### src/rtl/dq_pkg.sv
// Package: deque constants, opcodes, payload and control structs.
package dq_pkg;

    localparam int DEPTH   = 64;
    localparam int ADDR_W  = $clog2(DEPTH);
    localparam int CNT_W   = $clog2(DEPTH + 1);
    localparam int WORD_W  = 32;
    localparam int COUNT_W = 7;

    typedef enum logic [2:0] {
        OP_PUSH_BACK  = 3'd0,
        OP_PUSH_FRONT = 3'd1,
        OP_POP_BACK   = 3'd2,
        OP_POP_FRONT  = 3'd3,
        OP_CLEAR      = 3'd4
    } opcode_t;

    typedef struct packed {
        logic [2:0]         opcode;
        logic signed [31:0] push_value;
    } dq_in_t;

    typedef struct packed {
        logic signed [31:0] popped_value;
        logic [6:0]         entry_count;
        logic               is_empty;
        logic               op_error;
    } dq_out_t;

    typedef struct packed {
        logic exec;      // take the input item and update state
        logic fill_pop;  // load the read word into the result register
    } dq_cmd_t;

    typedef struct packed {
        logic pop_ok;    // current item is a pop on a non-empty deque
    } dq_status_t;

endpackage

### src/rtl/dq_ctrl.sv
// Controller: sequences item acceptance, pop read and result handshake.
module dq_ctrl (
    input  logic               aclk,
    input  logic               aresetn,
    input  logic               s_valid,
    output logic               s_ready,
    output logic               m_valid,
    input  logic               m_ready,
    input  dq_pkg::dq_status_t status,
    output dq_pkg::dq_cmd_t    cmd
);

    typedef enum logic [1:0] {
        ST_IDLE = 2'b01,
        ST_POP  = 2'b10
    } state_t;

    state_t state_reg, state_next;
    logic   out_valid_reg, out_valid_next;
    logic   load_out;

    assign s_ready      = (state_reg == ST_IDLE) && (!out_valid_reg || m_ready);
    assign cmd.exec     = s_valid && s_ready;
    assign cmd.fill_pop = (state_reg == ST_POP);
    assign m_valid      = out_valid_reg;

    // A successful pop loads its result in the pop state, from the registered store read.
    assign load_out = (cmd.exec && !status.pop_ok) || cmd.fill_pop;

    always_comb begin
        state_next = state_reg;
        case (state_reg)
            ST_IDLE: begin
                if (cmd.exec && status.pop_ok) begin
                    state_next = ST_POP;
                end
            end
            ST_POP: begin
                state_next = ST_IDLE;
            end
            default: begin
                state_next = ST_IDLE;
            end
        endcase
    end

    always_comb begin
        out_valid_next = out_valid_reg;
        if (load_out) begin
            out_valid_next = 1'b1;
        end else if (m_ready) begin
            out_valid_next = 1'b0;
        end
    end

    always_ff @(posedge aclk) begin
        if (!aresetn) begin
            state_reg     <= ST_IDLE;
            out_valid_reg <= 1'b0;
        end else begin
            state_reg     <= state_next;
            out_valid_reg <= out_valid_next;
        end
    end

endmodule

### src/rtl/dq_datapath.sv
// Datapath: circular word store, front pointer, count and result register.
module dq_datapath (
    input  logic               aclk,
    input  logic               aresetn,
    input  dq_pkg::dq_in_t     s_data,
    input  dq_pkg::dq_cmd_t    cmd,
    output dq_pkg::dq_status_t status,
    output dq_pkg::dq_out_t    m_data
);

    logic [dq_pkg::WORD_W-1:0] mem [dq_pkg::DEPTH];

    logic [dq_pkg::ADDR_W-1:0] front_reg, front_next;
    logic [dq_pkg::CNT_W-1:0]  count_reg, count_next;
    logic [dq_pkg::WORD_W-1:0] rd_data_reg;
    dq_pkg::dq_out_t           out_reg;

    logic                      is_full, is_zero;
    logic                      wr_en, rd_en, err;
    logic [dq_pkg::ADDR_W-1:0] wr_addr, rd_addr;
    logic [dq_pkg::ADDR_W-1:0] back_slot, last_slot, front_dec;

    assign is_full = (count_reg == dq_pkg::CNT_W'(dq_pkg::DEPTH));
    assign is_zero = (count_reg == '0);

    // Index arithmetic wraps by truncation; the store depth is a power of two.
    assign back_slot = front_reg + count_reg[dq_pkg::ADDR_W-1:0];
    assign last_slot = back_slot - dq_pkg::ADDR_W'(1);
    assign front_dec = front_reg - dq_pkg::ADDR_W'(1);

    always_comb begin
        front_next = front_reg;
        count_next = count_reg;
        wr_en      = 1'b0;
        rd_en      = 1'b0;
        err        = 1'b0;
        wr_addr    = back_slot;
        rd_addr    = front_reg;
        case (s_data.opcode)
            dq_pkg::OP_PUSH_BACK: begin
                if (is_full) begin
                    err = 1'b1;
                end else begin
                    wr_en      = 1'b1;
                    count_next = count_reg + dq_pkg::CNT_W'(1);
                end
            end
            dq_pkg::OP_PUSH_FRONT: begin
                if (is_full) begin
                    err = 1'b1;
                end else begin
                    wr_en      = 1'b1;
                    wr_addr    = front_dec;
                    front_next = front_dec;
                    count_next = count_reg + dq_pkg::CNT_W'(1);
                end
            end
            dq_pkg::OP_POP_BACK: begin
                if (is_zero) begin
                    err = 1'b1;
                end else begin
                    rd_en      = 1'b1;
                    rd_addr    = last_slot;
                    count_next = count_reg - dq_pkg::CNT_W'(1);
                end
            end
            dq_pkg::OP_POP_FRONT: begin
                if (is_zero) begin
                    err = 1'b1;
                end else begin
                    rd_en      = 1'b1;
                    front_next = front_reg + dq_pkg::ADDR_W'(1);
                    count_next = count_reg - dq_pkg::CNT_W'(1);
                end
            end
            dq_pkg::OP_CLEAR: begin
                front_next = '0;
                count_next = '0;
            end
            default: begin
            end
        endcase
    end

    assign status.pop_ok = rd_en;

    always_ff @(posedge aclk) begin
        if (!aresetn) begin
            front_reg <= '0;
            count_reg <= '0;
        end else if (cmd.exec) begin
            front_reg <= front_next;
            count_reg <= count_next;
        end
    end

    always_ff @(posedge aclk) begin
        if (cmd.exec && wr_en) begin
            mem[wr_addr] <= s_data.push_value;
        end
    end

    always_ff @(posedge aclk) begin
        if (cmd.exec && rd_en) begin
            rd_data_reg <= mem[rd_addr];
        end
    end

    always_ff @(posedge aclk) begin
        if (cmd.exec) begin
            out_reg.popped_value <= '0;
            out_reg.entry_count  <= dq_pkg::COUNT_W'(count_next);
            out_reg.is_empty     <= (count_next == '0);
            out_reg.op_error     <= err;
        end else if (cmd.fill_pop) begin
            out_reg.popped_value <= rd_data_reg;
        end
    end

    assign m_data = out_reg;

endmodule

### src/rtl/double_ended_queue_top.sv
// Top level: deque of signed words, controller plus datapath.
//
//   channel | direction | payload   | handshake
//   s_      | in        | dq_in_t   | s_valid / s_ready
//   m_      | out       | dq_out_t  | m_valid / m_ready
//
// Push, clear, unused-opcode and failed ops: result registered in the cycle after acceptance.
// Successful pops: the word goes through the registered store read and the pop state first.
// One item is in flight at a time; s_ready drops during the pop read cycle.
// A waiting result does not block acceptance when m_ready is high that cycle.
// Reset (synchronous, aresetn low) empties the deque; no store clearing pass.
module double_ended_queue_top (
    input  logic            aclk,
    input  logic            aresetn,
    input  logic            s_valid,
    output logic            s_ready,
    input  dq_pkg::dq_in_t  s_data,
    output logic            m_valid,
    input  logic            m_ready,
    output dq_pkg::dq_out_t m_data
);

    dq_pkg::dq_cmd_t    cmd;
    dq_pkg::dq_status_t status;

    dq_ctrl u_ctrl (
        .aclk    (aclk),
        .aresetn (aresetn),
        .s_valid (s_valid),
        .s_ready (s_ready),
        .m_valid (m_valid),
        .m_ready (m_ready),
        .status  (status),
        .cmd     (cmd)
    );

    dq_datapath u_datapath (
        .aclk    (aclk),
        .aresetn (aresetn),
        .s_data  (s_data),
        .cmd     (cmd),
        .status  (status),
        .m_data  (m_data)
    );

endmodule

### config.mk
export PLATFORM = sky130hd
export DESIGN_NAME = double_ended_queue_top
export DESIGN_NICKNAME = d
export VERILOG_FILES = /design/src/rtl/dq_pkg.sv /design/src/rtl/dq_ctrl.sv /design/src/rtl/dq_datapath.sv /design/src/rtl/double_ended_queue_top.sv
export SDC_FILE = /design/constraint.sdc
export NUM_CORES = 2
export LEC_CHECK = 0
export BUFFER_PORTS_ARGS = -buffer_cell sky130_fd_sc_hd__buf_2
export CAP_MARGIN = 10
export CORE_MARGIN = 4
export CORE_UTILIZATION = 63
export CTS_CLUSTER_DIAMETER = 40
export CTS_CLUSTER_SIZE = 12
export DETAILED_ROUTE_END_ITERATION = 12
export PLACE_DENSITY = 0.79
export SYNTH_ARGS = -nofsm -noshare
export SYNTH_HDL_FRONTEND = slang
export SYNTH_HIERARCHICAL = 1
export SYNTH_SLANG_ARGS = --single-unit
export TNS_END_PERCENT = 50
### constraint.sdc
create_clock -name aclk -period 6 [get_ports aclk]
set_clock_uncertainty 0.15 [all_clocks]
set_input_delay 1.2 -clock aclk [delete_from_list [all_inputs] [get_ports aclk]]
set_output_delay 1.2 -clock aclk [all_outputs]
set_load 0.01 [all_outputs]
# --- Yosys cells after proc, flatten, opt, wreduce, memory -nomap -nowiden ---
# Memory sizes are Yosys's and may differ from the RTL's. A register that Yosys moved wholly into a read port is not among the register bits.
# Cells that the tools add are included.
classes:
  addsub: 6
  n_eq_ne: 9
  mux: 21
  n_reduce_logical: 18
ops:
  columns: ["operator", "n"]
  rows:
  - ["$mux 6", 6]
  - ["$pmux 7 s3", 1]
  - ["$pmux 6 s3", 1]
  - ["$logic_not 7->1", 2]
  - ["$mux 7", 2]
  - ["$sub 6x1->6 const B", 2]
  - ["$mux 1", 10]
  - ["$add 7x1->7 const B", 1]
  - ["$eq 7x7->1 const B", 1]
  - ["$sub 7x1->7 const B", 1]
  - ["$add 6x1->6 const B", 1]
  - ["$add 6x6->6", 1]
  - ["$eq 3x2->1 const B", 2]
  - ["$logic_and 1x1->1", 5]
  - ["$ne 2x2->1 const B", 2]
  - ["$reduce_and 4->1", 1]
  - ["$reduce_or 2->1", 2]
  - ["$eq 3x1->1 const B", 1]
  - ["$eq 3x3->1 const B", 1]
  - ["$logic_not 3->1", 1]
  - ["$reduce_bool 3->1", 1]
  - ["$eq 2x1->1 const B", 1]
  - ["$eq 2x2->1 const B", 1]
  - ["$logic_not 1->1", 2]
  - ["4 further kinds", 5]
totals:
  reg_bits: 57
  ramBits: 2048
  mem_count: 1
memory_table:
  columns: ["name", "words", "word_bits", "read_ports", "rd_ports_with_merged_regs", "wr", "line_no", "source"]
  rows:
  - ["u_datapath.mem", 64, 32, 1, 1, 1, "dq_datapath.sv:11", "logic [dq_pkg::WORD_W-1:0] mem [dq_pkg::DEPTH];"]

# --- Logic depth before layout (Yosys ltp) ---
logic_depth:
  word_depth: 7
  ltp_mapped: 17
  depth_no_buf: 13

# --- By module ---
# Netlist, hierarchy kept.
by_module_without_submodules:
  columns: ["module", "instances", "cells_each", "area_per_inst_um2"]
  rows:
  - ["dq_datapath", 1, 5841, 84180.7]
  - ["dq_ctrl", 1, 13, 138.9]

# --- Worst setup path before layout ---
# Ideal clock, no wire load.
synth_timing:
  path_kind: "input-to-reg"
  startpoint: "input m_ready"
  endpoint: "memory u_datapath/mem[14][0] in the netlist's numbering (enable)"
  arrival_time_ns: 4.187
  setup_slack_ns: 1.242
  stages: 7
  path_buffers: 1
  path_cell_list: "nor2b_1 -> nor3b_1 -> clkbuf_1 -> nand2_1 -> nor2_1 -> nand2_1 -> nor2_1"
synth_rtl:
  columns: ["element", "line_no", "source"]
  rows:
  - ["start, declared", "double_ended_queue_top.sv:19", "input logic m_ready,"]
  - ["end, declared", "dq_datapath.sv:11", null]

# --- Worst setup path after layout ---
layout_timing:
  startpoint: "register u_datapath/front_reg[0] in the netlist's numbering"
  endpoint: "register u_datapath/rd_data_reg[4] in the netlist's numbering, read port of u_datapath.mem, data pin"
layout_between:
  elab_chain_len: 4
layout_rtl:
  columns: ["element", "line_no", "source"]
  rows:
  - ["start, declared", "dq_datapath.sv:13", "logic [dq_pkg::ADDR_W-1:0] front_reg, front_next;"]
  - ["start signal, assigned", "dq_datapath.sv:92", "front_reg <= front_next;"]
  - ["$add 6x6->6", "dq_datapath.sv:27", "assign back_slot = front_reg + count_reg[dq_pkg::ADDR_W-1:0];"]
  - ["$sub 6x1->6", "dq_datapath.sv:28", "assign last_slot = back_slot - dq_pkg::ADDR_W'(1);"]
  - ["$mux 6", "dq_datapath.sv:59", "if (is_zero) begin"]
  - ["$mux 6 (*)", "dq_datapath.sv:39", "case (s_data.opcode)"]
  - ["end, declared", "dq_datapath.sv:15", "logic [dq_pkg::WORD_W-1:0] rd_data_reg;"]
# Every way passes the cells marked *; elsewhere a longest branch is shown, timed or not.
# A chain may end at the register's enable or synchronous reset.

==> results.md <==
- The critical path data required time is around 6.4 ns.
- Setup repair after global routing left no endpoint under its margin.
- Headroom to the max-slew limit came out at ~16%.
- between 80 and 90 I/O pins were placed.
- The number of placed instances, taps included, is around 7500.
- The slowest cell on the critical path is sky130_fd_sc_hd__fa_1.
- Along the worst path, the maximum fanout reaches between 50 and 60.
- Summed over all cells, the static leakage comes to between 30 and 40 nW.
- The kind of critical path is flip-flop to flip-flop.
- In this run the cell area of the synthesized design comes to 0.0843 mm2.
- From bottom edge to top edge, the die measures between 300 and 400 um.
- Of all cell types, the one taking the most synthesized area is sky130_fd_sc_hd__edfxtp_1.
- For this block, the routed nets add up to roughly 220000 um of wire.
- The filler cells instantiated in the layout total between 7000 and 8000.
- The wire length of the first global-routing pass is about 330000 um.
- The logic depth of the worst setup path including buffers is 14.
- For the pin with the worst max-slew slack, the measured transition is between 1 and 1.5 ns.
- The register with the most flip-flops in the layout has approximately 2000 of them.
- The congestion estimate from routability-driven global placement came to between 0.8 and 0.9.
- The most prevalent standard cell on the critical path is sky130_fd_sc_hd__ha_1.
- Broken down by cell family, the worst path's largest delay share belongs to compound AO/OA/AOI/OAI gates.
- The total DRC errors in the routed layout is 0.
- The path class of the tightest hold or removal check is flip-flop to flip-flop.
- The clock reaches the later pin of the worst-skew pair after 0.83 ns.
- The post-route standard cell area excluding fillers is around 0.094 mm2.
- The final route contains 53300 vias.
- In this run, post-CTS repair resized a total of 0 instances.
- The floorplan die area is about 0.14 mm2.
- The flow ran to the end, and the final reports show no timing, DRC or antenna violations.
- Entering global routing, the biggest net connects 137 pins.
- The detailed placement HPWL is roughly 120000 um.
- Counting flops and latches in the post-synthesis netlist gives between 2000 and 2500.
- The number of antenna violations at the first check in global routing is 5.
- The part of the cycle the worst path needs is roughly nine tenths.
- The average routed wire per standard cell is 28.5 um.
- The clock transition time at the flip-flop clock pins of the worst setup and hold paths is around 0.050 ns.
- The count of endpoints failing hold in the final timing report is 0.
- The stage delay of the slowest cell on the critical path is between 0.6 and 0.7 ns.
- The growth of design area from synthesis to finish is 11.9%.
- The clock root buffer master is sky130_fd_sc_hd__clkbuf_16.
- The average cell area after synthesis is 14.4 um2.
- The worst hold slack after final layout is about 0.34 ns.
- The startpoint type of the worst setup path is a flip-flop.
- The via count of the first global-routing pass was between 50000 and 60000.
- The number of sinks on the clock net is roughly 2100.
- The vias per cell is just under 7.
- For the worst flop-to-flop path, the logic depth is 14.
- The clock tree from TritonCTS is done.
- The total power is 32.5 mW.
- No sink is reached through more buffers than the 3 on the longest clock path.
- The number of hold buffers added after cts is 0.
- Static timing analysis puts the maximum clock frequency at 189 MHz.
- The ratio of cells with drive above 1 in the final layout is between 10% and 20%.
- Yosys attributes the largest share of cell area to sky130_fd_sc_hd__edfxtp_1, sky130_fd_sc_hd__nand2_1, sky130_fd_sc_hd__mux2i_1.
- The total number of placement rows is ~130.
- The most used flip-flop cell after synthesis is sky130_fd_sc_hd__edfxtp_1.
- The proportion of netlist area held by the largest area contributor is between 70% and 80%.
- The element type at the critical path end is a flip-flop.
- The data arrival time of the critical path is ~5.7 ns.
- Clock tree synthesis inserted a total of around 220 buffers.
- Once the clock tree was built, the setup fixing pass inserted 0 buffers.
- Summed over all failing endpoints, the final setup total negative slack is 0 ns.
- Walking the worst path, the cells encountered are ha_1 -> fa_1 -> inv_1 -> ha_1 -> nand2b_1 -> a211o_2 -> and2_4 -> buf_12 -> mux2i_1 -> a221oi_1 -> a31oi_1 -> o21ai_0 -> a22oi_1 -> o311ai_1.
- The placed cell area is ~0.088 mm2.
- The async set-or-reset flop fraction in the synthesized netlist is 0%.
- The horizontal die dimension is 374 um.
- The number of nets in the synthesized netlist is approximately 5900.
- For this design the ratio of total power to cell area is roughly 340 mW/mm2.
- The global-route usage over all layers is roughly a third.
- The number of violations of the max-capacitance limit is 0.
- Yosys printed 6 warnings.
- For the finished layout, the period the worst path requires is 5.29 ns.
- The initial standard-cell utilization of the core is a little under two thirds.
- The count of buffers added on input and output ports is 81.
- The number of max-slew violations in the final report was 0.
- For this block, the initial DRC count from the detailed router was 7315.
- The count of distinct cell types in the synthesized netlist is slightly below 80.
- Synthesis produced about 6000 cells.
- The remaining global-route overflow is 0.
- The placeable core region is 0.132 mm2.
- The sequential area share after synthesis is about three quarters.
- The internal reg-to-reg setup slack is slightly above 0.7 ns.
- The H-tree was split into 4 levels.
- Along the worst hold path, the cell count comes to 2.
- The setup-violating endpoint count in the final report is 0.
- The residual antenna-violating net count after detailed routing is 0.
- After the flow finishes, the layout carries non-filler instances totaling slightly below 8000.
- The number of nets in the final layout is around 6000.
- The first detailed-routing pass took 8 iterations.
- VDD sags by at most around 0.29 mV.
- Yosys mapped a number of flops with a built-in enable equal to 2089.
- The critical path contains buffers and inverters numbering 2 combined.
-- layout make-up --
cell class	count	area, um2	area share, %
diodes	3	7.51	0.00796
clock buffers	289	5900	6.26
clock inverters	65	588	0.623
inverters	12	45.0	0.0478
multi-input cells	3306	19300	20.5
flip-flops and latches	2137	63700	67.5
well taps	1755	2200	2.33
repair buffers	309	2600	2.76
-- worst register-to-register path: cells and delay by family, from the launching register on --
family / cells / cell delay (ns)
adders and majority gates: 3 / 1.30
DFF: 1 / 0.43
buffers and inverters: 2 / 0.47
AOI/OAI and AO/OA: 6 / 1.72
muxes: 1 / 0.26
and+or+nand+nor: 2 / 0.68
-- power breakdown --
group,leakage [nW],switching (mW),internal [mW]
combinational,9.57,2.46,1.05
clock,3.15,5.40,7.11
sequential,19.2,0.0429,16.5
total,31.9,7.90,24.6
-- final timing paths --
kind	start	to
min	u_datapath/m_data[13]	u_datapath/m_data[13]
max	u_datapath/front_reg[0]	u_datapath/rd_data_reg[4]
min reg2reg	u_datapath/m_data[13]	u_datapath/m_data[13]
max reg2reg	u_datapath/front_reg[0]	u_datapath/rd_data_reg[4]
-- metrics by stage --
step / utilization, % / worst slack, ns
2_1_floorplan: - / 1.24
3_5_place_dp: 66.4 / 0.592
4_1_cts: 71.3 / 0.822
5_1_grt: 71.3 / 0.648
3_3_place_gp: 66.4 / 0.688
6_report: 71.3 / 0.708
-- cell usage in the layout, fill, tap and decap left out, drive strengths merged, types with 6 or more instances in the layout --
cell / instances
clkinvlp: 6
nor3: 47
clkbuf: 289
and3: 86
clkinv: 37
o2111ai: 19
o221ai: 11
nand2b: 6
bufinv: 6
nor2: 179
a21oi: 385
a211oi: 22
a22oi: 98
o311ai: 17
buf: 309
nand3: 118
nand2: 1274
o22ai: 115
xnor2: 10
edfxtp: 2089
o21a: 6
and2: 8
nand4: 45
or3: 41
a31oi: 120
mux2i: 336
a22o: 23
a32oi: 95
ha: 10
dfxtp: 48
inv: 28
a221oi: 112
o21ai: 66
-- cell families (layout without fill, tap and decap cells) --
family | Yosys count | in the layout | synth area share, %
other | 0 | 3 | 0
flip-flops | 2137 | 2137 | 75.5
XOR/XNOR | 14 | 14 | 0.163
AND/OR/NAND/NOR | 1827 | 1827 | 9.07
AO/OA/AOI/OAI | 1114 | 1114 | 8.71
multiplexers | 340 | 340 | 4.07
adder cells (fa/ha/maj) | 11 | 11 | 0.172
buffers and inverters | 411 | 675 | 2.28
-- Yosys cell counts, types with 3 or more instances --
| library cell | instances |
|---|---|
| sky130_fd_sc_hd__edfxtp_1 | 2089 |
| sky130_fd_sc_hd__nand2_1 | 1273 |
| sky130_fd_sc_hd__a21oi_1 | 385 |
| sky130_fd_sc_hd__mux2i_1 | 334 |
| sky130_fd_sc_hd__nor2_1 | 178 |
| sky130_fd_sc_hd__clkbuf_1 | 165 |
| sky130_fd_sc_hd__buf_2 | 156 |
| sky130_fd_sc_hd__a31oi_1 | 120 |
| sky130_fd_sc_hd__nand3_1 | 118 |
| sky130_fd_sc_hd__o22ai_1 | 115 |
| sky130_fd_sc_hd__a221oi_1 | 111 |
| sky130_fd_sc_hd__a22oi_1 | 98 |
| sky130_fd_sc_hd__a32oi_1 | 95 |
| sky130_fd_sc_hd__and3_1 | 86 |
| sky130_fd_sc_hd__o21ai_0 | 65 |
| sky130_fd_sc_hd__dfxtp_1 | 48 |
| sky130_fd_sc_hd__nor3_1 | 46 |
| sky130_fd_sc_hd__nand4_1 | 45 |
| sky130_fd_sc_hd__or3_1 | 41 |
| sky130_fd_sc_hd__buf_1 | 35 |
| sky130_fd_sc_hd__buf_4 | 35 |
| sky130_fd_sc_hd__a22o_1 | 23 |
| sky130_fd_sc_hd__a211oi_1 | 20 |
| sky130_fd_sc_hd__o2111ai_1 | 19 |
| sky130_fd_sc_hd__o311ai_1 | 17 |
| sky130_fd_sc_hd__inv_1 | 12 |
| sky130_fd_sc_hd__o221ai_1 | 11 |
| sky130_fd_sc_hd__ha_1 | 10 |
| sky130_fd_sc_hd__xnor2_1 | 10 |
| sky130_fd_sc_hd__and2_1 | 7 |
| sky130_fd_sc_hd__buf_6 | 6 |
| sky130_fd_sc_hd__o21a_1 | 6 |
| sky130_fd_sc_hd__a21o_1 | 5 |
| sky130_fd_sc_hd__nor2b_1 | 5 |
| sky130_fd_sc_hd__nand2b_1 | 4 |
| sky130_fd_sc_hd__nor3b_1 | 4 |
| sky130_fd_sc_hd__nor4_1 | 4 |
| sky130_fd_sc_hd__o31ai_1 | 4 |
| sky130_fd_sc_hd__or4_1 | 4 |
| sky130_fd_sc_hd__mux2_2 | 3 |
| sky130_fd_sc_hd__xor2_1 | 3 |
-- per-layer routing --
metal / part of all wire, % / track usage (%) / vias to the layer above / wire, um
met5: 0.0058 / 0 / - / 13
met4: 5.0 / 15.4 / 2 / 11200
met3: 13 / 7.68 / 634 / 29500
met2: 46 / 48.3 / 3944 / 104000
met1: 35 / 42.8 / 26200 / 79600
li1: - / - / 22600 / -
(Power assumes the default switching activity.)
